`src/design/lkvc_pkg.sv`:
```
`timescale 1ns / 1ps
// ----------------------------------------------------------------------------
// lkvc_pkg
// shared types and constants of the lru key-value cache
// ----------------------------------------------------------------------------
package lkvc_pkg;

   localparam int KEY_W   = 32;
   localparam int VALUE_W = 32;
   localparam int CAP_W   = 5;

   localparam logic [CAP_W-1:0]   CAP_RESET  = 5'd16;
   localparam logic [VALUE_W-1:0] MISS_VALUE = 32'hFFFF_FFFF;

   // operation codes carried on req_tuser
   localparam logic FUNC_GET = 1'b0;
   localparam logic FUNC_PUT = 1'b1;

   typedef enum logic [1:0] {
      ST_IDLE,
      ST_MATCH,
      ST_UPDATE
   } lkvc_state_type;

   // broadcast command from the controller to every cell
   typedef struct packed {
      logic apply;    // commit the update this cycle
      logic is_put;   // operation is a put
      logic hit_any;  // some cell matched the key
      logic evict;    // store is at or over capacity, oldest entry leaves on insert
   } lkvc_cmd_type;

endpackage

```
`src/design/lkvc_cell.sv`:
```
`timescale 1ns / 1ps
// ----------------------------------------------------------------------------
// lkvc_cell
// one cache slot: key, value, used flag and recency rank
// ----------------------------------------------------------------------------
module lkvc_cell #(
   parameter int RANK_W = 4
) (
   input  logic                        clock,
   input  logic                        reset,
   input  lkvc_pkg::lkvc_cmd_type      cmd,
   input  logic                        sample,
   input  logic [lkvc_pkg::KEY_W-1:0]  in_key,
   input  logic [lkvc_pkg::VALUE_W-1:0] in_value,
   input  logic [RANK_W-1:0]           hit_rank,
   input  logic [RANK_W-1:0]           last_rank,
   input  logic                        free_before,
   output logic                        free_after,
   output logic                        used,
   output logic                        match,
   output logic [lkvc_pkg::VALUE_W-1:0] value,
   output logic [RANK_W-1:0]           rank
);
   import lkvc_pkg::*;

   logic [KEY_W-1:0]   key_ff, key_in;
   logic [VALUE_W-1:0] value_ff, value_in;
   logic               used_ff, used_in;
   logic [RANK_W-1:0]  rank_ff, rank_in;
   logic               match_ff, match_in;
   logic               victim, free_here, take;

   // oldest used entry leaves when an insert finds the store full
   assign victim     = cmd.evict && used_ff && (rank_ff == last_rank);
   assign free_here  = !used_ff || victim;
   assign take       = free_here && !free_before;
   assign free_after = free_before || free_here;

   assign match_in = sample ? (used_ff && (key_ff == in_key)) : match_ff;

   always_comb begin
      key_in   = key_ff;
      value_in = value_ff;
      used_in  = used_ff;
      rank_in  = rank_ff;
      if (cmd.apply) begin
         if (cmd.hit_any) begin
            if (match_ff) begin
               rank_in = '0;
               if (cmd.is_put) begin
                  value_in = in_value;
               end
            end else if (used_ff && (rank_ff < hit_rank)) begin
               rank_in = rank_ff + 1'b1;
            end
         end else if (cmd.is_put) begin
            if (take) begin
               used_in  = 1'b1;
               key_in   = in_key;
               value_in = in_value;
               rank_in  = '0;
            end else if (victim) begin
               used_in = 1'b0;
               rank_in = '0;
            end else if (used_ff) begin
               rank_in = rank_ff + 1'b1;
            end
         end
      end
   end

   always_ff @(posedge clock) begin
      key_ff   <= key_in;
      value_ff <= value_in;
   end

   always_ff @(posedge clock) begin
      if (reset) begin
         used_ff  <= 1'b0;
         rank_ff  <= '0;
         match_ff <= 1'b0;
      end else begin
         used_ff  <= used_in;
         rank_ff  <= rank_in;
         match_ff <= match_in;
      end
   end

   assign used  = used_ff;
   assign match = match_ff;
   assign value = value_ff;
   assign rank  = rank_ff;

endmodule

```
`src/design/lru_key_value_cache_unit.sv`:
```
`timescale 1ns / 1ps
// ----------------------------------------------------------------------------
// lru_key_value_cache_unit
// fully associative key-value cache with least-recently-used replacement
// ----------------------------------------------------------------------------
// A row of ENTRIES identical cells, each holding one key, value, used flag and
// recency rank (0 is most recent). A request has a compare and an update cycle:
// in the compare cycle all cells match the key in parallel and register the
// result; in the update cycle the cells apply the recency change, the insert or
// the eviction, and a get writes its beat to the output register. The next
// request is taken in that same update cycle. A get stalls in the update cycle
// only while the previous result beat still waits on rsp_tready. A put gives
// no result beat. A new key goes into the lowest-numbered free cell, found by a
// free flag rippling along the row. The cache is empty after reset with no
// clearing pass. csr_wr_data sets the capacity (0 acts as 1, above ENTRIES
// acts as ENTRIES); the user must see that it is written only while the block
// is idle, as the block itself does not enforce this.
// ----------------------------------------------------------------------------
module lru_key_value_cache_unit #(
   parameter int ENTRIES = 16
) (
   input  logic                          clock,
   input  logic                          reset,
   // request: tuser = func; tdata = key [31:0], value [63:32]
   input  logic                          req_tvalid,
   output logic                          req_tready,
   input  logic [0:0]                    req_tuser,
   input  logic [63:0]                   req_tdata,
   // response: tuser = hit; tdata = read_value [31:0]
   output logic                          rsp_tvalid,
   input  logic                          rsp_tready,
   output logic [0:0]                    rsp_tuser,
   output logic [31:0]                   rsp_tdata,
   // capacity register
   input  logic                          csr_wr_en,
   input  logic [lkvc_pkg::CAP_W-1:0]    csr_wr_data
);
   import lkvc_pkg::*;

   localparam int RANK_W = (ENTRIES > 1) ? $clog2(ENTRIES) : 1;
   localparam int CNT_W  = $clog2(ENTRIES + 1);
   localparam int CMP_W  = (CNT_W > CAP_W) ? CNT_W : CAP_W;

   lkvc_state_type state_ff, state_in;

   logic [CAP_W-1:0]   cap_ff;
   logic [CNT_W-1:0]   count_ff, count_in;
   logic               func_ff;
   logic [KEY_W-1:0]   key_ff;
   logic [VALUE_W-1:0] value_ff;
   logic               rsp_valid_ff, rsp_valid_in;
   logic               rsp_hit_ff;
   logic [VALUE_W-1:0] rsp_value_ff;

   logic               req_fire, update_fire, sample;
   logic [CMP_W-1:0]   cap_ext, eff_cap;
   logic               evict;
   logic [RANK_W-1:0]  last_rank, hit_rank;
   logic [VALUE_W-1:0] hit_value;
   logic               hit_any;
   lkvc_cmd_type       cmd;

   logic [ENTRIES:0]   free_chain;
   logic [ENTRIES-1:0] match_vec, used_vec;
   logic [VALUE_W-1:0] cell_value [ENTRIES];
   logic [RANK_W-1:0]  cell_rank  [ENTRIES];

   // ---------------- capacity ----------------
   always_ff @(posedge clock) begin
      if (reset) begin
         cap_ff <= CAP_RESET;
      end else if (csr_wr_en) begin
         cap_ff <= csr_wr_data;
      end
   end

   assign cap_ext = CMP_W'(cap_ff);

   // clamp to 1..ENTRIES
   always_comb begin
      if (cap_ext == '0) begin
         eff_cap = CMP_W'(1);
      end else if (cap_ext > CMP_W'(ENTRIES)) begin
         eff_cap = CMP_W'(ENTRIES);
      end else begin
         eff_cap = cap_ext;
      end
   end

   assign evict     = CMP_W'(count_ff) >= eff_cap;
   assign last_rank = RANK_W'(count_ff - CNT_W'(1));

   // ---------------- handshake ----------------
   // a get may commit only when the output register is free or draining
   assign update_fire = (state_ff == ST_UPDATE) &&
                        ((func_ff == FUNC_PUT) || !rsp_valid_ff || rsp_tready);
   assign req_tready  = (state_ff == ST_IDLE) || update_fire;
   assign req_fire    = req_tvalid && req_tready;
   assign sample      = (state_ff == ST_MATCH);

   // ---------------- sequencer ----------------
   always_comb begin
      state_in = state_ff;
      case (state_ff)
         ST_IDLE: begin
            if (req_fire) state_in = ST_MATCH;
         end
         ST_MATCH: begin
            state_in = ST_UPDATE;
         end
         ST_UPDATE: begin
            if (update_fire) state_in = req_fire ? ST_MATCH : ST_IDLE;
         end
         default: begin
            state_in = ST_IDLE;
         end
      endcase
   end

   always_comb begin
      cmd.apply   = update_fire;
      cmd.is_put  = (func_ff == FUNC_PUT);
      cmd.hit_any = hit_any;
      cmd.evict   = evict;
   end

   always_ff @(posedge clock) begin
      if (reset) begin
         state_ff <= ST_IDLE;
      end else begin
         state_ff <= state_in;
      end
   end

   // request beat held for the compare and update cycles
   always_ff @(posedge clock) begin
      if (req_fire) begin
         func_ff  <= req_tuser[0];
         key_ff   <= req_tdata[KEY_W-1:0];
         value_ff <= req_tdata[KEY_W+VALUE_W-1:KEY_W];
      end
   end

   // ---------------- cell row ----------------
   assign free_chain[0] = 1'b0;

   for (genvar i = 0; i < ENTRIES; i++) begin : g_cell
      lkvc_cell #(
         .RANK_W(RANK_W)
      ) u_cell (
         .clock      (clock),
         .reset      (reset),
         .cmd        (cmd),
         .sample     (sample),
         .in_key     (key_ff),
         .in_value   (value_ff),
         .hit_rank   (hit_rank),
         .last_rank  (last_rank),
         .free_before(free_chain[i]),
         .free_after (free_chain[i+1]),
         .used       (used_vec[i]),
         .match      (match_vec[i]),
         .value      (cell_value[i]),
         .rank       (cell_rank[i])
      );
   end

   // at most one cell matches, so an or across the row selects it
   always_comb begin
      hit_rank  = '0;
      hit_value = '0;
      for (int i = 0; i < ENTRIES; i++) begin
         hit_rank  = hit_rank  | (match_vec[i] ? cell_rank[i]  : '0);
         hit_value = hit_value | (match_vec[i] ? cell_value[i] : '0);
      end
   end

   assign hit_any = |match_vec;

   // ---------------- fill count ----------------
   always_comb begin
      count_in = count_ff;
      if (update_fire && (func_ff == FUNC_PUT) && !hit_any && !evict) begin
         count_in = count_ff + 1'b1;
      end
   end

   always_ff @(posedge clock) begin
      if (reset) begin
         count_ff <= '0;
      end else begin
         count_ff <= count_in;
      end
   end

   // ---------------- output register ----------------
   always_comb begin
      rsp_valid_in = rsp_valid_ff && !rsp_tready;
      if (update_fire && (func_ff == FUNC_GET)) begin
         rsp_valid_in = 1'b1;
      end
   end

   always_ff @(posedge clock) begin
      if (reset) begin
         rsp_valid_ff <= 1'b0;
      end else begin
         rsp_valid_ff <= rsp_valid_in;
      end
   end

   always_ff @(posedge clock) begin
      if (update_fire && (func_ff == FUNC_GET)) begin
         rsp_hit_ff   <= hit_any;
         rsp_value_ff <= hit_any ? hit_value : MISS_VALUE;
      end
   end

   assign rsp_tvalid   = rsp_valid_ff;
   assign rsp_tuser[0] = rsp_hit_ff;
   assign rsp_tdata    = rsp_value_ff;

   // ---------------- assertions ----------------
   a_single_match: assert property (@(posedge clock) disable iff (reset)
      $onehot0(match_vec))
      else $error("more than one cell matched the key");

   a_count_tracks_used: assert property (@(posedge clock) disable iff (reset)
      $countones(used_vec) == int'(count_ff))
      else $error("fill count differs from the number of used cells");

   a_no_accept_in_compare: assert property (@(posedge clock) disable iff (reset)
      (state_ff == ST_MATCH) |-> !req_tready)
      else $error("request taken during the compare cycle");

   a_insert_grows: assert property (@(posedge clock) disable iff (reset)
      (update_fire && (func_ff == FUNC_PUT) && !hit_any && !evict)
      |=> (count_ff == $past(count_ff) + 1'b1))
      else $error("insert without eviction did not grow the fill");

   a_free_cell_found: assert property (@(posedge clock) disable iff (reset)
      (update_fire && (func_ff == FUNC_PUT) && !hit_any) |-> free_chain[ENTRIES])
      else $error("insert found no free cell");

endmodule

```
`config.mk`:
```
export PLATFORM = sky130hd
export DESIGN_NAME = lru_key_value_cache_unit
export DESIGN_NICKNAME = d
export VERILOG_FILES = /design/src/design/lkvc_pkg.sv /design/src/design/lkvc_cell.sv /design/src/design/lru_key_value_cache_unit.sv
export SDC_FILE = /design/constraint.sdc
export NUM_CORES = 2
export LEC_CHECK = 0
export BUFFER_PORTS_ARGS = -buffer_cell sky130_fd_sc_hd__buf_2
export CORE_MARGIN = 1
export CORE_UTILIZATION = 45
export DETAILED_ROUTE_END_ITERATION = 10
export GPL_ROUTABILITY_DRIVEN = 0
export PLACE_DENSITY = 0.6
export SKIP_LAST_GASP = 1
export SLEW_MARGIN = 10
export SYNTH_ARGS = -nofsm -noshare
export SYNTH_HDL_FRONTEND = slang
export SYNTH_SLANG_ARGS = --single-unit
export TNS_END_PERCENT = 100
```
`constraint.sdc`:
```
create_clock -name clock -period 6 [get_ports clock]
set_clock_uncertainty 0.15 [all_clocks]
set_input_delay 0.6 -clock clock [delete_from_list [all_inputs] [get_ports clock]]
set_output_delay 0.6 -clock clock [all_outputs]
set_load 0.02 [all_outputs]
```
Yosys cells after proc, flatten, opt, wreduce, memory -nomap -nowiden

Index checks and enable logic that the tools add are counted.

Register bits: 1231
Input bits: 75
Output and inout port bits: 35
Word-level logic and storage cells: 760

Add/subtract/negate cells: 18
Magnitude comparators: 18
Equality and inequality tests: 84
Muxes and demuxes: 248
Bitwise logic cells: 32
Reduce and logical (&&, ||, !) cells: 271

Operators by type and width:

| cell                  | count |
|---|---|
| $mux W32              | 81 |
| $eq A32 B32 Y1        | 16 |
| $mux W4               | 128 |
| $or A32 B32 Y32       | 15 |
| $reduce_and A4 Y1     | 48 |
| $logic_and A1 B1 Y1   | 86 |
| $reduce_and A5 Y1     | 16 |
| $reduce_bool A2 Y1    | 33 |
| $add A4 B1 Y4 const B | 16 |
| $eq A4 B4 Y1          | 16 |
| $lt A4 B4 Y1          | 16 |
| $reduce_bool A4 Y1    | 16 |
| $or A4 B4 Y4          | 15 |
| $ne A3 B1 Y1 const B  | 16 |
| $ne A2 B2 Y1 const B  | 18 |
| $logic_not A1 Y1      | 35 |
| $mux W1               | 34 |
| $logic_or A1 B1 Y1    | 33 |
| $ne A2 B1 Y1 const B  | 16 |
| $reduce_or A16 Y1     | 1 |
| $mux W5               | 2 |
| $pmux W2 S3           | 1 |
| $add A5 B1 Y5 const B | 1 |
| $ge A5 B5 Y1          | 1 |
| other kinds (9)       | 11 |

Depth between registers and ports, before layout

Word-level depth: 26
Mapped depth: 16
Gate-level depth less buffers: 13

By module

From an unflattened synthesis, not the netlist that was laid out.

Cells, all modules: 3416
Area total of the unflattened synthesis: 51649.5 um^2

Modules (own cells, without submodules):

| module                            | times used | cells each | area each (um^2) | seq. area each (um^2) |
|---|---|---|---|---|
| lkvc_cell at g_cell[2].u_cell ... | 8          | 173        | 2825.2           | 2042.0 |
| lkvc_cell at g_cell[0].u_cell ... | 8          | 174        | 2773.9           | 2042.0 |
| lru_key_value_cache_unit          | 1          | 640        | 6856.6           | 3203.1 |

Worst setup path before layout

OpenSTA, ideal clock, no wires.

Kind: reg-to-reg
Start: register count_ff[0]
End: register g_cell[15].u_cell.value_ff[0] (enable)
Library setup time: 388 ps
Arrival time: 4485 ps
Data required time: 5462 ps
Path slack: 977 ps
Stages on the path, launching flop included: 15
Buffers on the path: 4
Period minus slack after synthesis: 5023 ps
Path through: dfxtp_1 buf_4 buf_4 inv_1 ha_1 clkbuf_2 xnor2_1 buf_4 xor2_1 a32o_2 a21oi_4 nand4_4 nor4_1 and3_1 a21o_1

Word-level cells in the longest chain between the ends: 22
Elaborated cells on any way between the ends: 84
Classes of those cells: add/sub: 1; order compare: 1; eq/ne: 16; reduce/logical: 66

RTL lines:

| what                                    | line                            | RTL |
|---|---|---|
| start, declared                         | lru_key_value_cache_unit.sv:47  | `logic [CNT_W-1:0] count_ff, count_in;` |
| start signal, assigned                  | lru_key_value_cache_unit.sv:192 | `count_ff <= count_in;` |
| $sub A4 B1 Y4 (*)                       | lru_key_value_cache_unit.sv:91  | `assign last_rank = RANK_W'(count_ff - CNT_W'(1));` |
| named net g_cell[0].u_cell.last_rank[0] | lkvc_cell.sv:16                 | `input logic [RANK_W-1:0] last_rank,` |
| $eq A4 B4 Y1                            | lkvc_cell.sv:34                 | `assign victim = cmd.evict && used_ff && (rank_ff == last_rank);` |
| $logic_and A1 B1 Y1                     | lkvc_cell.sv:34                 |  |
| $logic_or A1 B1 Y1                      | lkvc_cell.sv:35                 | `assign free_here = !used_ff \|\| victim;` |
| $logic_or A1 B1 Y1 (14 in a row)        | lkvc_cell.sv:37                 | `assign free_after = free_before \|\| free_here;` |
| $logic_not A1 Y1                        | lkvc_cell.sv:36                 | `assign take = free_here && !free_before;` |
| $logic_and A1 B1 Y1 (*)                 | lkvc_cell.sv:36                 |  |
| $reduce_bool A2 Y1 (no line) (*)        | n/a                             |  |
| $reduce_and A5 Y1 (no line) (*)         | n/a                             |  |
| end signal, assigned                    | lkvc_cell.sv:74                 | `value_ff <= value_in;` |
| end, declared                           | lkvc_cell.sv:27                 | `logic [VALUE_W-1:0] value_ff, value_in;` |

Mark *: on every way through the listed nets, which the timed path passes. The rest lies on a longest branch.
A chain may end at the register's enable or synchronous reset.

Worst setup path after layout

Start: register count_ff[2]
End: register g_cell[15].u_cell.value_ff[14] (enable)

Word-level cells in the longest chain between the ends: 22
Elaborated cells on any way between the ends: 84
Classes of those cells: add/sub: 1; order compare: 1; eq/ne: 16; reduce/logical: 66

RTL lines:

| what                                                       | line |
|---|---|
| $sub A4 B1 Y4 / $ge A5 B5 Y1 (equally long branches)       | lru_key_value_cache_unit.sv:91, lru_key_value_cache_unit.sv:90 |
| $eq A4 B4 Y1 / $logic_and A1 B1 Y1 (equally long branches) | lkvc_cell.sv:34 |
| $logic_and A1 B1 Y1                                        | lkvc_cell.sv:34 |
| $logic_or A1 B1 Y1                                         | lkvc_cell.sv:35 |
| $logic_or A1 B1 Y1 (14 in a row)                           | lkvc_cell.sv:37 |
| $logic_not A1 Y1                                           | lkvc_cell.sv:36 |
| $logic_and A1 B1 Y1 (*)                                    | lkvc_cell.sv:36 |
| $reduce_bool A2 Y1 (no line) (*)                           | n/a |
| $reduce_and A5 Y1 (no line) (*)                            | n/a |

Mark *: on every way between the ends. The rest lies on a longest branch, timed or not.

==> impl_metrics.tcl <==
set metrics [dict create \
    final_common_cell "edfxtp_1" \
    track_usage_pct 24.4 \
    clk_path_buf_depth 3 \
    multi_input_area_mm2 0.0142 \
    cts_buffers 130 \
    ys.flop_type "edfxtp_1" \
    overflow 0 \
    chipHeight_um 338 \
    post_cts_buffers 0 \
    cts-resized-gates 0 \
    yosysSeqAreaShare_pct 70.6 \
    netlist_instances 3323 \
    status "finished clean" \
    drc 0 \
    worst_slew_pin_slew_ns 1.23 \
    ys_warn_count 0 \
    antenna_found_initial 4 \
    endpoint_kind "register" \
    synth-async-reset-ratio_pct 0 \
    drt_iter0_markers 3248 \
    wl_um 137000 \
    synthSimpleGateAreaFrac_pct 6.95 \
    path_clk_slew_ns 0.06 \
    floorplan.rows 122 \
    final_layout_size_suffix_gt1_share_pct 13.0 \
    ir_worst_vdd_uv 257 \
    portBuffers 109 \
    synth_compound_area_share_pct 8.03 \
    fillers 9113 \
    firstDrtPassIters 6 \
    syn_area_per_cell_um2 15.3 \
    die-width_um 338 \
    leakagePower_uw 0.0190 \
    grt_first_pass_wirelength_um 202000 \
    path_class "register to register" \
    hp-class "primary input to register" \
    drv_cap 0 \
    final_nets 3711 \
    slew_violations 0 \
    netlist_area_mm2 0.0508 \
    area_delta_synth_final_pct 14.9 \
    finalSetupViolCount 0 \
    cp_max_fo 19 \
    tns_ns 0 \
    use_met1_pct 35.9 \
    busiest_layer "met2" \
    grt_setup_unrepaired "no" \
    synth_xor_area_share_pct 10.7 \
    synthMuxAreaShare_pct 0.259 \
    avgViaCountPerCell 5.89 \
    grt_pass1_vias 29385 \
    wl_per_cell_um 26.6 \
    powerDensity_mw_per_mm2 305 \
    cts_sinks 1231 \
    ant_nets 0 \
    use_met3_pct 4.03 \
    final_cell_mix "edfxtp_1 (1,122), xor2_1 (359), xnor2_1 (217)" \
    cts_htree_levels 4 \
    grt_max_degree 52 \
    hold_violations 0 \
    total_power_uw 17800 \
    synth_edf_count 1122 \
    max_freq_mhz 214 \
    grt_use_met2_pct 37.1 \
    ios 110 \
    ys_ff_latch 1231 \
    synth_top_family_by_area "XOR/XNOR gates" \
    num_vias 30356 \
    relSlewSlack_pct 15.7 \
    yosys.cell_types.count 83 \
    worstPathRequired_ns 6.25 \
    n_antenna_cell 0 \
    core_area_mm2 0.111 \
    reg2reg_slack_ns 1.34 \
    finalCritPeriodShare_pct 77.7 \
    cts-root-buf "clkbuf_16" \
    start_kind "register" \
    clock_latency_ns 0.75 \
    dp.final_hpwl_um 81900 \
    arrival_ns 4.91 \
    syn_nets 3469 \
    layout_min_cycle_time_ns 4.66 \
    die_area_mm2 0.114 \
    seq_area_mm2 0.0359 \
    start_util_pct 45.6 \
    cts_tree "built" \
    yosys.area_share.adder_pct 1.75 \
]
[through the flow]
stage | util (%) | hold WS [ns] | cells | cell area, um2 | worst slack (ns)
final | 52.5 | 0.0804 | 5156 | 58400 | 1.34
after floorplan | - | 0.311 | 3323 | 50800 | 0.977
after CTS | 52.4 | 0.0415 | 5155 | 58400 | 1.37
after global placement | 48.1 | 0.333 | 4847 | 53500 | 1.52
after detailed placement | 48.1 | 0.337 | 4848 | 53500 | 1.41
after global routing | 52.5 | 0.0765 | 5156 | 58400 | 1.10
[final cells by class]
cell class                      count  share of cell area, %
Clock buffer                      177                   6.03
Clock inverter                     58                  0.973
Inverter                           30                  0.193
Multi-Input combinational cell   1873                   24.4
Sequential cell                  1231                   61.5
Tap cell                         1488                   3.19
Timing Repair Buffer              299                   3.75
[routing by layer]
layer | part of all wire [%] | vias up
met2 | 45 | 1261
li1 | - | 13370
met3 | 7.6 | 215
met1 | 45 | 15508
met4 | 2.5 | 2
met5 | 0.0080 | -
[worst max-delay path, cell delays in order, from the launching register on]
cell     delay, ns
dfxtp_1       0.70
ha_1          0.35
a21o_1        0.16
a31oi_1       0.24
o21a_1        0.17
buf_4         0.19
o21ai_1       0.23
or3b_2        0.54
nor4_1        0.42
and3_1        0.26
a21o_2        0.44
buf_4         0.43
[synth_stat cells (15+ instances only)]
| master | n | area [um2] |
|---|---|---|
| buf_1 | 34 | 128 |
| a21oi_1 | 86 | 430 |
| a22o_1 | 78 | 683 |
| o21a_1 | 19 | 143 |
| nand2_1 | 88 | 330 |
| nand2b_1 | 16 | 100 |
| clkbuf_1 | 141 | 529 |
| nor3_1 | 22 | 110 |
| edfxtp_1 | 1122 | 33700 |
| nor4_1 | 103 | 644 |
| a221oi_1 | 76 | 666 |
| and3_1 | 24 | 150 |
| nand3_1 | 60 | 300 |
| a31oi_1 | 15 | 93.8 |
| nand4_1 | 126 | 788 |
| o31ai_1 | 20 | 150 |
| a22oi_1 | 138 | 1040 |
| o21ai_0 | 55 | 275 |
| xor2_1 | 359 | 3140 |
| ha_1 | 71 | 888 |
| nor3b_1 | 15 | 113 |
| dfxtp_1 | 109 | 2180 |
| xnor2_1 | 218 | 1910 |
| nor2_1 | 113 | 424 |
| inv_1 | 30 | 113 |
[registers in the layout (all words and copies together) (netlist names)]
| name | count |
|---|---|
| key_ff | 32 |
| cap_ext | 5 |
| rsp_tdata | 32 |
| count_ff | 5 |
| rsp_tvalid | 1 |
| state_ff | 2 |
| func_ff | 1 |
| rsp_tuser | 1 |
| g_cell.u_cell.key_ff | 512 |
| g_cell.u_cell.used | 16 |
| g_cell.u_cell.value | 512 |
| g_cell.u_cell.rank | 64 |
| value_ff | 32 |
| g_cell.u_cell.match | 16 |
[worst paths after layout]
path                                           end  depth (start not counted)                           startpoint
max          g_cell[15].u_cell.value[14]$_DFFE_PP_                         11             count_ff[2]$_SDFFE_PP0P_
min                        cap_ext[2]$_SDFFE_PP0P_                          3                            csr_wr_en
max reg2reg  g_cell[15].u_cell.value[14]$_DFFE_PP_                         11             count_ff[2]$_SDFFE_PP0P_
min reg2reg    g_cell[6].u_cell.match$_SDFFE_PP0N_                          2  g_cell[6].u_cell.match$_SDFFE_PP0N_
[power by group]
group	leakage, uW	total [uW]	internal (uW)	switching (uW)
logic	0.00607	544	198	346
clock network	0.00199	7780	4480	3300
registers	0.0109	9500	9400	101
[cell families after synthesis]
| family | Yosys count |
|---|---|
| xor gates and xnor gates | 593 |
| buffers and inverters | 219 |
| and+or+nand+nor | 640 |
| AOI/OAI and AO/OA | 556 |
| DFF | 1231 |
| muxes | 13 |
| adders and majority gates | 71 |
[timing repair]
action / in CTS / in global routing
setup endpoints to repair: 0 / 0
hold buffers: 72 / 0
hold endpoints to repair: 71 / 0
Power figures use the tool's default switching activity.
